### src/rtl/core/vtd_pkg.sv
`default_nettype none
package vtd_pkg;

    localparam int DEF_NUM_TAGS = 16;
    localparam int DEF_MAX_LEN  = 64;
    localparam int SCORE_W      = 32;
    localparam int ACT_W        = 2;
    localparam int POS_FW       = 6;
    localparam int TAG_FW       = 4;

    localparam logic signed [SCORE_W-1:0] NEG_INF = {1'b1, {(SCORE_W-1){1'b0}}};
    localparam logic signed [SCORE_W-1:0] POS_MAX = {1'b0, {(SCORE_W-1){1'b1}}};
    localparam logic signed [SCORE_W-1:0] NEG_MIN = {1'b1, {(SCORE_W-2){1'b0}}, 1'b1};

    typedef enum logic [ACT_W-1:0] {
        ACT_TAG_SCORE = 2'd0,
        ACT_TRANS     = 2'd1,
        ACT_FINISH    = 2'd2
    } action_t;

    typedef enum logic [3:0] {
        ST_IDLE,
        ST_TS_WR,
        ST_TR_CHK,
        ST_TR_RD2,
        ST_TR_SUM,
        ST_TR_WR,
        ST_FIN_CHK,
        ST_SCAN,
        ST_BP_RD,
        ST_OUT,
        ST_CLR
    } state_t;

    typedef struct packed {
        logic signed [SCORE_W-1:0] a;
        logic signed [SCORE_W-1:0] b;
        logic signed [SCORE_W-1:0] c;
        logic signed [SCORE_W-1:0] x1;
        logic signed [SCORE_W-1:0] y1;
        logic signed [SCORE_W-1:0] x2;
        logic signed [SCORE_W-1:0] y2;
    } unit_op_t;

    typedef struct packed {
        logic signed [SCORE_W-1:0] sum;
        logic                      gt1;
        logic                      gt2;
    } unit_res_t;

endpackage
`default_nettype wire

### src/rtl/core/vtd_score_unit.sv
`default_nettype none
module vtd_score_unit (
    input  wire vtd_pkg::unit_op_t  op,
    output      vtd_pkg::unit_res_t res
);
    import vtd_pkg::*;

    logic signed [SCORE_W+1:0] wide;

    always_comb
    begin
        wide = (SCORE_W+2)'(op.a) + (SCORE_W+2)'(op.b) + (SCORE_W+2)'(op.c);
        if (wide > (SCORE_W+2)'(POS_MAX))
        begin
            res.sum = POS_MAX;
        end
        else if (wide < (SCORE_W+2)'(NEG_MIN))
        begin
            res.sum = NEG_MIN;
        end
        else
        begin
            res.sum = SCORE_W'(wide);
        end
        res.gt1 = op.x1 > op.y1;
        res.gt2 = op.x2 > op.y2;
    end
endmodule
`default_nettype wire

### config.mk
export PLATFORM = sky130hd
export DESIGN_NAME = vtd_score_unit
export DESIGN_NICKNAME = d
export VERILOG_FILES = /design/src/rtl/core/vtd_pkg.sv /design/src/rtl/core/vtd_score_unit.sv
export SDC_FILE = /design/constraint.sdc
export NUM_CORES = 1
export LEC_CHECK = 0
export BUFFER_PORTS_ARGS = -buffer_cell sky130_fd_sc_hd__buf_2
export CORE_MARGIN = 4
export CORE_UTILIZATION = 44
export DETAILED_ROUTE_END_ITERATION = 10
export GPL_TIMING_DRIVEN = 0
export PLACE_DENSITY = 0.81
export RECOVER_POWER = 100
export SLEW_MARGIN = 40
export SYNTH_ARGS = -nofsm -noshare
export SYNTH_HDL_FRONTEND = slang
export SYNTH_SLANG_ARGS = --single-unit
### constraint.sdc
create_clock -name vclk -period 5.6
set_input_delay 1.12 -clock vclk [all_inputs]
set_output_delay 1.12 -clock vclk [all_outputs]
set_load 0.1 [all_outputs]
=== Word-level counts from Yosys, hierarchy flattened ===
Index checks and enable logic that the tools add are counted.

* Output and inout port bits: 34
* Logic and storage cells: 8
* Register bits: 0

* $lt $le $gt $ge: 4
* Muxes and demuxes: 2
* $add $sub $neg: 2

{| class="wikitable"
|+ Operators with widths
! kind !! number
|-
| 32-bit > comparator || 2
|-
| 32-bit two-way mux || 2
|-
| 33-bit by 32-bit adder with 34-bit output || 1
|-
| 34-bit by 32-bit > comparator with 1-bit output, second input constant || 1
|-
| 34-bit by 32-bit less-than comparator with 1-bit output, second input constant || 1
|-
| 32-bit by 32-bit adder with 33-bit output || 1
|}

=== Logic depth before layout (Yosys ltp) ===
Gate-level depths: netlist of run 1.

* Word-level depth: 5
* Gate-level depth with buffers: 18
* Gate-level depth less buffers: 16

=== Worst setup path before layout of run 1 ===
No wires, ideal clock.

* Path type: input to output
* Start point: input op[129] (netlist bit)
* End point: output res[29] (netlist bit)
* Setup slack: -1794 ps
* Cell stages on the path: 16
* Data arrival time: 6274 ps
* Buffers on the path: 0
* Cells stage by stage: inv_1 -> fa_1 -> inv_1 -> ha_1 -> inv_1 -> fa_1 -> nand2b_1 -> a21oi_1 -> o211ai_1 -> a21oi_2 -> a311o_1 -> a21oi_4 -> mux2_2 -> o221ai_1 -> nor2_1 -> o21ai_0

{| class="wikitable"
|+ RTL lines
! element !! line !! source
|-
| from (decl) || vtd_score_unit.sv:3 || <nowiki>input wire vtd_pkg::unit_op_t op,</nowiki>
|-
| to (decl) || vtd_score_unit.sv:4 || <nowiki>output vtd_pkg::unit_res_t res</nowiki>
|}

==> summary.md, run 1 <==
The flow ran to the end, but the final reports show violations. The checks that failed: negative setup slack. Summed over all nets, the switching power comes to 2280 uW.

The first global-routing pass estimated 27000 um of wire. Wires add up to 17600 um. The largest single stage delay on the critical path is 470 ps. The clock tree buffer count of the final layout is 0, and the number of vias per cell is 5.60. Number of nets produced by synthesis: 1013.

Hold is met by 2940 ps. On the critical path, the stage with the largest delay is an instance of sky130_fd_sc_hd__fa_1. Combinational logic is responsible for 100.0% of the overall power.

After detailed routing, the number of remaining DRC violations is 0. The count of standard-cell rows came out at 38. The part of the power in the clock network is 0%. Net switching is 61.1% of the power. The tools report the starting utilization of the core area as 45.4%. Of the available clock period, the critical path in the final layout requires 110%. The DRC marker count from the first detailed-route iteration was 295; the data required time of the worst path was 4480 ps. 0 antenna diodes ended up in the layout. The average wire per cell in the routed design came out at 16.1 um.

The number of buffers and inverters on the critical path is 6. The fraction of layout instances using a drive strength above 1 is 41.9%, and the core area is 11000 sq um. The floorplan die height was 114 um; the number of global-route vias before repair was 6025. The endpoint kind of the worst setup timing path was an output pin. The tools report the total count of hold-check failures in the final report as 0.

The worst hold path passes through 4 cells. Entering global routing, the biggest net connects 11 pins. For the number of warnings reported in the yosys synthesis log, the log shows 0.

Subtracting the final worst setup slack from the clock period gives 6150 ps. Data on the critical path arrives at its endpoint at 5030 ps. The share of total power dissipated in sequential elements is 0%. The tools report the kind of start point of the critical path as an input pin.

The tools report the least setup slack across all paths after layout as -552 ps. The mapped netlist covers 4990 sq um. The cell family contributing the most delay on the critical path is compound AO/OA/AOI/OAI gates.

VDD sags by at most 0.000652 V. Synthesis handed over a netlist of 660 instances. For the final routed database, the setup TNS stands at -14120 ps.

Port buffering added 258 buffers. The number of pins with negative max-slew slack in the final report was 0; the leakage power total was 0.00409 uW. The count of final setup violators was 32. The critical path is of the input pin to output pin type. The cell internal power dissipation was 1450 uW. Summing all flip-flop and latch instances after layout gives 0 sq um.

Across the run, the number of max-cap violations was 0. Synthesis-to-finish area growth: 60.0%. Global routing finished with a remaining overflow of 0. Path type of the worst min-delay path: input pin to output pin. Measured along the x axis, the die boundary spans 114 um. The HPWL reported at the end of detailed placement is 13900 um. At the placement stage, the worst setup path has a slack of -923 ps.

Static timing analysis puts the maximum clock frequency at 0.163 GHz. Detailed routing inserted a total of 6122 vias. Once layout is complete, the utilization of the core stands at 72.6%. Portion of the post-synthesis area used by sequential elements: 0%. The layout has 838 filler cells.

The tools report the top-level I/O count as 258. The first TritonRoute pass finished after 5 iterations. In this run the worst path has a maximum fanout of 8. The run gives 1058 as the number of placed cells counting well taps. In this run the most critical hold path is launched from op[192]. The run gives 0.920 as the routability congestion estimate. The most prevalent standard cell on the critical path is sky130_fd_sc_hd__buf_6.

The initial antenna violation count came out at 0. For the worst relative slew slack, the log shows 17.9%. The number of nets in the layout was 1309; the overall fraction of global-route tracks in use was 24.3%.

The power density of the placed cells is 468 nW/um^2. The number of nets still failing antenna checks after routing was 0; the count of different cell masters after synthesis was 66. The tools report the end point of the worst hold path as res[2]. After synthesis, the mean cell area works out to 7.55 sq um. Setup repair after global routing could not meet its margin everywhere.

The logs give 1094 for the number of standard cells in the final layout excluding fillers and 0 for the total number of sequential cells. The critical path goes through buf_2 > fa_1 > ha_1 > buf_6 > a211oi_2 > o21ai_1 > a21oi_1 > a21oi_2 > a311o_1 > buf_4 > a2111oi_2 > nor2_2 > nor4_4 > a22oi_4 > buf_6 > buf_16 > a21o_4 > buf_12. The area enclosed by the die boundary was 13100 sq um; the worst-margin pin slew was 1240 ps.
## cell usage after synthesis, drive strengths merged, types with 4 or more instances
cell type,number,share of area [%]
ha,96,24
inv,82,6.2
a21oi,69,7.3
nand2,42,3.2
o21ai,41,4.3
nor2,38,2.9
fa,33,13
a21o,28,4.2
nand4,24,3.0
nand3,18,1.8
o21a,13,2.0
xor2,13,2.3
xnor2,12,2.1
a211oi,11,1.9
o21bai,11,1.7
nand2b,10,1.3
buf,9,1.4
nor2b,9,1.1
nor3,9,0.90
a21boi,8,1.3
clkbuf,8,0.60
o211ai,8,1.2
nor4,7,1.1
mux2i,5,1.0
o211a,5,1.0
and2,4,0.50
and3,4,0.50
## power groups by stage
| stage | Clock (uW) | Combinational (uW) | Sequential [uW] |
|---|---|---|---|
| 2_1_floorplan | 0 | 2270 | 0 |
| 3_3_place_gp | 0 | 2730 | 0 |
| 3_5_place_dp | 0 | 2750 | 0 |
| 4_1_cts | 0 | 3520 | 0 |
| 5_1_grt | 0 | 3890 | 0 |
| 6_report | 0 | 3730 | 0 |
## stage by stage
step           instance area [sq um]  power, uW
5_1_grt                         7980       3890
3_5_place_dp                    6810       2750
4_1_cts                         7650       3520
6_report                        7980       3730
2_1_floorplan                   5340       2270
3_3_place_gp                    6800       2730
## cell families (layout without fill, tap and decap cells)
family                   count (synthesis)  count (layout)  share of synthesized area [%]
buffers and inverters                   99             393                           8.18
adder cells (fa/ha/maj)                129             129                           37.3
XOR/XNOR                                25              25                           4.39
multiplexers                             6               6                           1.23
AND/OR/NAND/NOR                        176             176                           18.1
AO/OA/AOI/OAI                          225             225                           30.8
## per-layer routing
metal	track usage, %	share of wire [%]	wire length, um	vias to the layer above
li1	-	-	-	3005
met1	28.7	39	6930	2809
met2	46.6	51	9080	271
met3	2.48	7.2	1260	37
met4	5.54	2.1	374	0
met5	0	0	0	-
## worst max-delay path by stage
| stage | start | end | depth (start not counted) |
|---|---|---|---|
| global placement | op[129] | res[29] | 18 |
| global route | op[161] | res[15] | 22 |
| floorplan | op[129] | res[11] | 17 |
| detailed placement | op[129] | res[29] | 18 |
| CTS | op[161] | res[17] | 21 |
| finish | op[139] | res[13] | 18 |
## worst min-delay path, cell delays in order
cell	delay, ps
sky130_fd_sc_hd__buf_2	80
sky130_fd_sc_hd__fa_1	240
sky130_fd_sc_hd__o21bai_4	150
sky130_fd_sc_hd__buf_6	220
## timing repair
| action | 4_1_cts | 5_1_grt |
|---|---|---|
| setup buffers | 19 | 15 |
| gates cloned | 2 | 0 |
| setup endpoints to repair | 32 | 32 |
| gates resized for setup | 163 | 44 |
| pin swaps | 29 | 23 |
| hold buffers | 0 | 0 |
## cells in the final DEF, fill, tap and decap left out, types with 8 or more instances in the layout
cell,Yosys,layout
sky130_fd_sc_hd__a21o_1,28,21
sky130_fd_sc_hd__a21oi_1,66,53
sky130_fd_sc_hd__a21oi_2,2,9
sky130_fd_sc_hd__buf_12,0,33
sky130_fd_sc_hd__buf_2,5,224
sky130_fd_sc_hd__buf_4,0,20
sky130_fd_sc_hd__buf_6,4,19
sky130_fd_sc_hd__clkbuf_1,8,9
sky130_fd_sc_hd__fa_1,33,32
sky130_fd_sc_hd__ha_1,96,93
sky130_fd_sc_hd__inv_1,82,77
sky130_fd_sc_hd__nand2_1,42,41
sky130_fd_sc_hd__nand2b_1,10,8
sky130_fd_sc_hd__nand3_1,18,15
sky130_fd_sc_hd__nand4_1,24,24
sky130_fd_sc_hd__nor2_1,38,32
sky130_fd_sc_hd__nor3_1,9,8
sky130_fd_sc_hd__o211ai_1,8,8
sky130_fd_sc_hd__o21a_1,13,10
sky130_fd_sc_hd__o21ai_0,32,29
sky130_fd_sc_hd__xnor2_1,12,10
sky130_fd_sc_hd__xor2_1,13,10
## final cells by class
| class | instances | area [sq um] | area share (%) |
|---|---|---|---|
| Inverter | 82 | 315 | 3.95 |
| Tap cell | 140 | 175 | 2.20 |
| Timing Repair Buffer | 294 | 2150 | 27.0 |
| Multi-Input combinational cell | 561 | 5200 | 65.2 |
| Buffer | 17 | 130 | 1.63 |
Note: power is estimated with default switching activity, not from simulation.
==> run 2, diff against run 1 <==
--- a/config.mk
+++ b/config.mk
@@ -10,7 +10,7 @@
 export CORE_UTILIZATION = 44
 export DETAILED_ROUTE_END_ITERATION = 10
 export GPL_TIMING_DRIVEN = 0
-export PLACE_DENSITY = 0.81
+export PLACE_DENSITY = 0.91
 export RECOVER_POWER = 100
 export SLEW_MARGIN = 40
 export SYNTH_ARGS = -nofsm -noshare
==> summary.md, run 2 (synthesis gave the netlist of run 1 again) <==
Post-layout minimum cycle time: 6150 ps (-3.88 ps). The number of global-route vias before repair is 6064 (+0.65%). In the layout the commonest cells are sky130_fd_sc_hd__buf_2 (225), sky130_fd_sc_hd__ha_1 (93), sky130_fd_sc_hd__inv_1 (78). The tools report the highest achievable clock rate as 0.163 GHz (about the same). Starting utilization of the core area: 45.4% (unchanged). For the total number of sequential cells, the log shows 0 (unchanged). The data required time of the worst path came out at 4480 ps (about the same). The run finished, with violations left. The number of vias per cell was 5.63 (+0.66%); the count of standard-cell rows was 38 (unchanged). The data arrival time of the critical path is 5030 ps (about the same). The post-placement setup slack is -944 ps (-21.4 ps), and the worst-margin pin slew is 1200 ps (-40.7 ps). The average wire per cell in the routed design is 16.0 um (-1.0%), and the synthesis-to-finish area growth is 57.4%.

The routability congestion estimate is 0.883 (-4.0%). The count of final setup violators was 31 (-3.1%). The number of pins with negative max-slew slack in the final report is 0 (unchanged), and the number of max-cap violations is 0 (unchanged). The highest ir drop seen on vdd is 0.000498 V (-24%). The commonest non-fill, non-tap cell in the layout was sky130_fd_sc_hd__buf_2.

The number of nets in the layout is 1302 (-0.53%). The logs give 0.00404 uW (-1.3%) for the leakage power total and 13100 sq um (unchanged) for the area enclosed by the die boundary. The tools report the footprint of the flip-flops and latches as 0 sq um (unchanged). The critical path is of the input pin to output pin type. For the total wirelength of the detailed-routed design, the log shows 17400 um (-1.7%). The top-level I/O count was 258 (unchanged). Floorplan die height: 114 um (unchanged). STA classifies the critical path endpoint as an output pin. The final worst-path cycle share is 110% (about the same), and the total count of hold-check failures in the final report is 0 (unchanged). The final reports fail on negative setup slack.

The initial antenna violation count is 0 (unchanged), and the power density of the placed cells is 460 nW/um^2 (-1.6%). Setup repair after global routing could not meet its margin everywhere. The tools report the total iterations of the first detailed-routing run as 5 (unchanged). The die width came out at 114 um (unchanged).

The tightest min-delay check is of the input pin to output pin type. The run gives 11 (unchanged) as the pin count of the biggest net entering global routing. For the total number of vias, the log shows 6123 (+0.016%). The tools report the DRC marker count from the first detailed-route iteration as 335 (+14%). The number of nets still failing antenna checks after routing was 0 (unchanged).

The kind of start point of the critical path is an input pin. The number of buffers inserted for hold repair after clock tree synthesis was 0 (unchanged); the HPWL reported at the end of detailed placement was 14200 um (+2.4%). The run gives 11000 sq um (unchanged) as the core area. The overall fraction of global-route tracks in use was 23.9% (-0.36 points); the quantity of I/O buffers inserted on ports was 258 (unchanged). The total design power was 3610 uW (-3.2%).

The tools report the antenna diode instance count as 0 (unchanged). The fraction of layout instances using a drive strength above 1 was 41.9% (about the same); the total DRC errors in the routed layout was 0 (unchanged). The run gives 20.6% (+2.7 points) as the worst relative slew slack. The logs give 26500 um (-1.7%) for the wire length of the first global-routing pass and 0 (unchanged) for the clock tree buffer count of the final layout.

The least setup slack across all paths after layout is -548 ps (+3.88 ps). The highest fanout seen on the critical path works out to 5 (-3). For the total global routing overflow, the log shows 0 (unchanged). The worst hold-check slack came out at 2900 ps (-39.1 ps).
[run 2: area by class of cell]
class | count | area (sq um)
Buffer | 17 | 114
Fill cell | 828 | 3130
Inverter | 82 | 315
Multi-Input combinational cell | 561 | 5210
Tap cell | 140 | 175
Timing Repair Buffer | 287 | 2040
[run 2: final timing paths]
path / from / to / slack (ps) / depth (start not counted)
max: op[132] / res[18] / -550 / 16
min: op[192] / res[2] / 2900 / 4
[run 2: stage by stage]
step / TNS, ps / util, % / std cells / area (sq um)
final: -14600 / 71.5 / 1087 / 7850
after global routing: -19300 / 71.5 / 1087 / 7850
after CTS: -13360 / 68.3 / 1071 / 7510
after detailed placement: -26300 / 62.0 / 1058 / 6800
after global placement: -24470 / 62.0 / 1058 / 6800
after floorplan: -3550 / - / 660 / 5340
[run 2: timing repair]
item	4_1_cts	5_1_grt
resized for setup	148	55
pin swaps	21	22
gates cloned	1	0
setup endpoints to repair	32	32
setup buffers	12	18
[run 2: worst max-delay path, cell delays in order]
cell and delay [ps]:
sky130_fd_sc_hd__buf_2 110, sky130_fd_sc_hd__fa_1 550, sky130_fd_sc_hd__ha_2 320, sky130_fd_sc_hd__o211ai_1 290, sky130_fd_sc_hd__a21oi_4 60, sky130_fd_sc_hd__o211ai_1 310
sky130_fd_sc_hd__a21oi_2 140, sky130_fd_sc_hd__a311o_1 350, sky130_fd_sc_hd__a21oi_4 270, sky130_fd_sc_hd__mux2_4 330, sky130_fd_sc_hd__o221a_1 230, sky130_fd_sc_hd__buf_6 140
sky130_fd_sc_hd__a22oi_4 280, sky130_fd_sc_hd__clkbuf_16 220, sky130_fd_sc_hd__a21o_4 130, sky130_fd_sc_hd__buf_12 170
[run 2: where the power goes]
part	switching (uW)	total (uW)	leakage, uW	internal, uW
clock network	0	0	0	0
registers	0	0	0	0
logic	2250	3610	0.00404	1360
total	2250	3610	0.00404	1360
[run 2: metal layers]
layer	part of all wire [%]	wire length (um)	GRT usage [%]	up-vias
met3	6.9	1200	2.01	51
met5	0	0	0	-
met4	3.1	544	6.25	0
met2	52	8970	45.9	284
li1	-	-	-	2987
met1	38	6640	28.2	2801
==> run 3, diff against run 2 <==
--- a/config.mk
+++ b/config.mk
@@ -5,12 +5,13 @@
 export SDC_FILE = /design/constraint.sdc
 export NUM_CORES = 1
 export LEC_CHECK = 0
+export ABC_AREA = 1
 export BUFFER_PORTS_ARGS = -buffer_cell sky130_fd_sc_hd__buf_2
 export CORE_MARGIN = 4
-export CORE_UTILIZATION = 44
+export CORE_UTILIZATION = 45
 export DETAILED_ROUTE_END_ITERATION = 10
 export GPL_TIMING_DRIVEN = 0
-export PLACE_DENSITY = 0.91
+export PLACE_DENSITY = 0.88
 export RECOVER_POWER = 100
 export SLEW_MARGIN = 40
 export SYNTH_ARGS = -nofsm -noshare
==> constraint.sdc (replaced) <==
create_clock -name vclk -period 6.1
set_input_delay 1.22 -clock vclk [all_inputs]
set_output_delay 1.22 -clock vclk [all_outputs]
set_load 0.1 [all_outputs]
==> summary.md, run 3 <==
The run finished with clean final reports. The worst hold path begins at op[192]. For the number of warnings reported in the yosys synthesis log, the log shows 0 (unchanged). The top-level I/O count is 258 (unchanged). The overall fraction of global-route tracks in use is 22.2% (-1.7 points).

The core area is 11500 sq um (+4.4%), and the number of inserted filler cells in the final layout is 1137 (+37%). The tools report the count of cells resized by post-cts repair as 0 (-100%). The tools report the antenna diode instance count as 0 (unchanged). The power density of the placed cells was 322 nW/um^2 (-30%); the floorplan die height was 116 um (+1.6%). The logs give 0.000508 V (+1.9%) for the highest ir drop seen on vdd and 0 ps (+14600 ps) for the sum of negative setup slack. The number of buffers inserted for hold repair after clock tree synthesis came out at 0 (unchanged). The worst-margin pin slew is 1200 ps (+9.52 ps), and the fraction of layout instances using a drive strength above 1 is 25.6% (-16 points). The run gives 0 (unchanged) as the total DRC errors in the routed layout.

The total number of sequential cells is 0 (unchanged), and the starting utilization of the core area is 46.0% (+0.63 points). The data required time of the worst path was 4880 ps (+400 ps); the total wirelength of the detailed-routed design was 15600 um (-10%). The highest fanout seen on the critical path was 10 (+5). The tools report the count of different cell masters after synthesis as 39 (-41%).

The data arrival time of the critical path is 4630 ps (-400 ps). The logs give 0% (unchanged) for the portion of the post-synthesis area used by sequential elements and 58.8% (-13 points) for the final core utilization. The run gives 0 (unchanged) as the number of pins with negative max-slew slack in the final report. The number of nets in the layout was 1519 (+17%); the clock tree buffer count of the final layout was 0 (unchanged). Leaving out fill and tap cells, the most frequent cells in the layout are sky130_fd_sc_hd__nand2_1 (319), sky130_fd_sc_hd__buf_2 (252), sky130_fd_sc_hd__inv_1 (200). Setup repair after global routing left no endpoint under its margin. The number of max-cap violations is 0 (unchanged), and the number of global-route vias before repair is 6295 (+3.8%). The placed instance area was 6750 sq um (-0.83%); the leakage power total was 0.00432 uW (+7.0%). The post-placement setup slack came out at 266 ps (+1210 ps). Endpoint kind of the worst setup timing path: an output pin.

The wire length of the first global-routing pass is 25500 um (-4.0%). The run gives 0 sq um (unchanged) as the footprint of the flip-flops and latches. The total count of hold-check failures in the final report is 0 (unchanged). Capturing element of the worst setup path: res[12].

The logs give 6750 sq um (-14%) for the cell area after layout and 906 (+37%) for the number of cells produced by synthesis. The worst hold-check slack is 3280 ps (+380 ps), and the average wire per cell in the routed design is 11.9 um (-25%). The biggest area consumer among synthesized cells was sky130_fd_sc_hd__ha_1.

The total global routing overflow is 0 (unchanged), and the number of nets produced by synthesis is 1259 (+24%). The setup path with the least slack is of type input pin to output pin. The count of final setup violators came out at 0 (-100%). Tracing the worst setup path back leads to its startpoint at op[129]. The kind of start point of the critical path is an input pin. The min-delay analysis places its worst path in the category input pin to output pin.

The logs give 0 (-12) for the number of setup buffers added after CTS and 11 (unchanged) for the pin count of the biggest net entering global routing. The tools report the area enclosed by the die boundary as 13500 sq um (+3.2%). The tools report the HPWL reported at the end of detailed placement as 14700 um (+3.9%). Die width: 116 um (+1.6%).

The area share of the leading cell type in the synthesized netlist came out at 22.8% (-1.3 points). The total number of vias came out at 6397 (+4.5%). Ranked by total cell area, the synthesized netlist is headed by sky130_fd_sc_hd__ha_1 (23%), sky130_fd_sc_hd__nand2_1 (23%), sky130_fd_sc_hd__inv_1 (14%), sky130_fd_sc_hd__fa_1 (13%), sky130_fd_sc_hd__a21oi_1 (4.3%). The number of vias per cell came out at 4.89 (-13%).

Initial antenna violation count: 0 (unchanged). The run gives 0 (unchanged) as the number of nets still failing antenna checks after routing. The tools report the DRC marker count from the first detailed-route iteration as 335 (unchanged).

Commonest non-fill, non-tap cell in the layout: sky130_fd_sc_hd__nand2_1. In the post-synthesis netlist, the cell with the most instances is sky130_fd_sc_hd__nand2_1. After synthesis, the most frequently instantiated cells are sky130_fd_sc_hd__nand2_1 (319), sky130_fd_sc_hd__inv_1 (200), sky130_fd_sc_hd__ha_1 (96), sky130_fd_sc_hd__nor2_1 (52), sky130_fd_sc_hd__a21oi_1 (45). The least setup slack across all paths after layout was 249 ps (+797 ps); the footprint of the multi-input gates was 4430 sq um (-15%).

For the worst relative slew slack, the log shows 20.0% (-0.63 points). Synthesized area per cell: 5.83 sq um (-23%). From synthesis to final layout, the design area changed by 27.9%. The final worst-path cycle share was 95.9%; the post-layout minimum cycle time was 5850 ps. The total iterations of the first detailed-routing run was 5 (unchanged); the cell area after synthesis was 5280 sq um (+5.8%). The count of standard-cell rows is 39 (+2.6%), and the quantity of I/O buffers inserted on ports is 258 (unchanged). Routability congestion estimate: 0.928 (+5.1%). For the highest achievable clock rate, the log shows 0.171 GHz.
==> run 3: routing by layer <==
layer	share of wire [%]	vias up	wire [um]	track usage (%)
met5	0	-	0	0
met2	52	244	8110	45.3
li1	-	3337	-	-
met3	7.8	33	1210	1.66
met1	38	2783	5930	24.4
met4	2.2	0	350	5.18
==> run 3: area by class of cell <==
cell class | count | share of cell area (%)
inverter | 208 | 11.6
buffer | 6 | 1.00
tap | 143 | 2.65
multi-input combinational | 692 | 65.6
timing repair buffer | 258 | 19.1
==> run 3: stage by stage <==
stage	std cells	power [uW]
2_1_floorplan	906	1760
3_3_place_gp	1307	2150
3_5_place_dp	1307	2170
4_1_cts	1307	2180
5_1_grt	1307	2340
6_report	1307	2170
==> run 3: where the power goes <==
part | internal (uW) | switching, uW | leakage (uW)
Sequential | 0 | 0 | 0
Combinational | 495 | 1670 | 0.00432
Clock | 0 | 0 | 0
==> run 3: cells by family (layout without fill, tap and decap cells) <==
| family | after synthesis | count (layout) | synth area share, % |
|---|---|---|---|
| AOI/OAI and AO/OA | 82 | 82 | 9.48 |
| xor gates and xnor gates | 5 | 5 | 0.972 |
| adders and majority gates | 129 | 129 | 35.3 |
| buffers and inverters | 214 | 472 | 16.1 |
| and+or+nand+nor | 476 | 476 | 38.2 |
==> run 3: worst min-delay path by stage <==
| stage | to | slack, ps | cells after the start |
|---|---|---|---|
| floorplan | res[1] | 3050 | 4 |
| global placement | res[1] | 3160 | 6 |
| detailed placement | res[1] | 3180 | 6 |
| CTS | res[1] | 3180 | 6 |
| global route | res[2] | 3320 | 4 |
| finish | res[2] | 3280 | 4 |
==> run 3: worst max-delay path, stage by stage <==
cell and delay [ps]:
sky130_fd_sc_hd__buf_2 80, sky130_fd_sc_hd__inv_1 50, sky130_fd_sc_hd__fa_1 480, sky130_fd_sc_hd__inv_1 70
sky130_fd_sc_hd__ha_1 200, sky130_fd_sc_hd__inv_1 70, sky130_fd_sc_hd__fa_1 410, sky130_fd_sc_hd__inv_1 120
sky130_fd_sc_hd__nand2_1 60, sky130_fd_sc_hd__nand2_1 60, sky130_fd_sc_hd__nand3_1 90, sky130_fd_sc_hd__nand2_2 120
sky130_fd_sc_hd__nand2_1 80, sky130_fd_sc_hd__nand2_1 100, sky130_fd_sc_hd__nand2_1 90, sky130_fd_sc_hd__nand2_1 100
sky130_fd_sc_hd__a21boi_1 80, sky130_fd_sc_hd__xor2_1 160, sky130_fd_sc_hd__inv_2 100, sky130_fd_sc_hd__nand3_2 80
sky130_fd_sc_hd__nand2_2 120, sky130_fd_sc_hd__buf_6 150, sky130_fd_sc_hd__nand2_1 50, sky130_fd_sc_hd__nand2_1 70
sky130_fd_sc_hd__buf_2 430
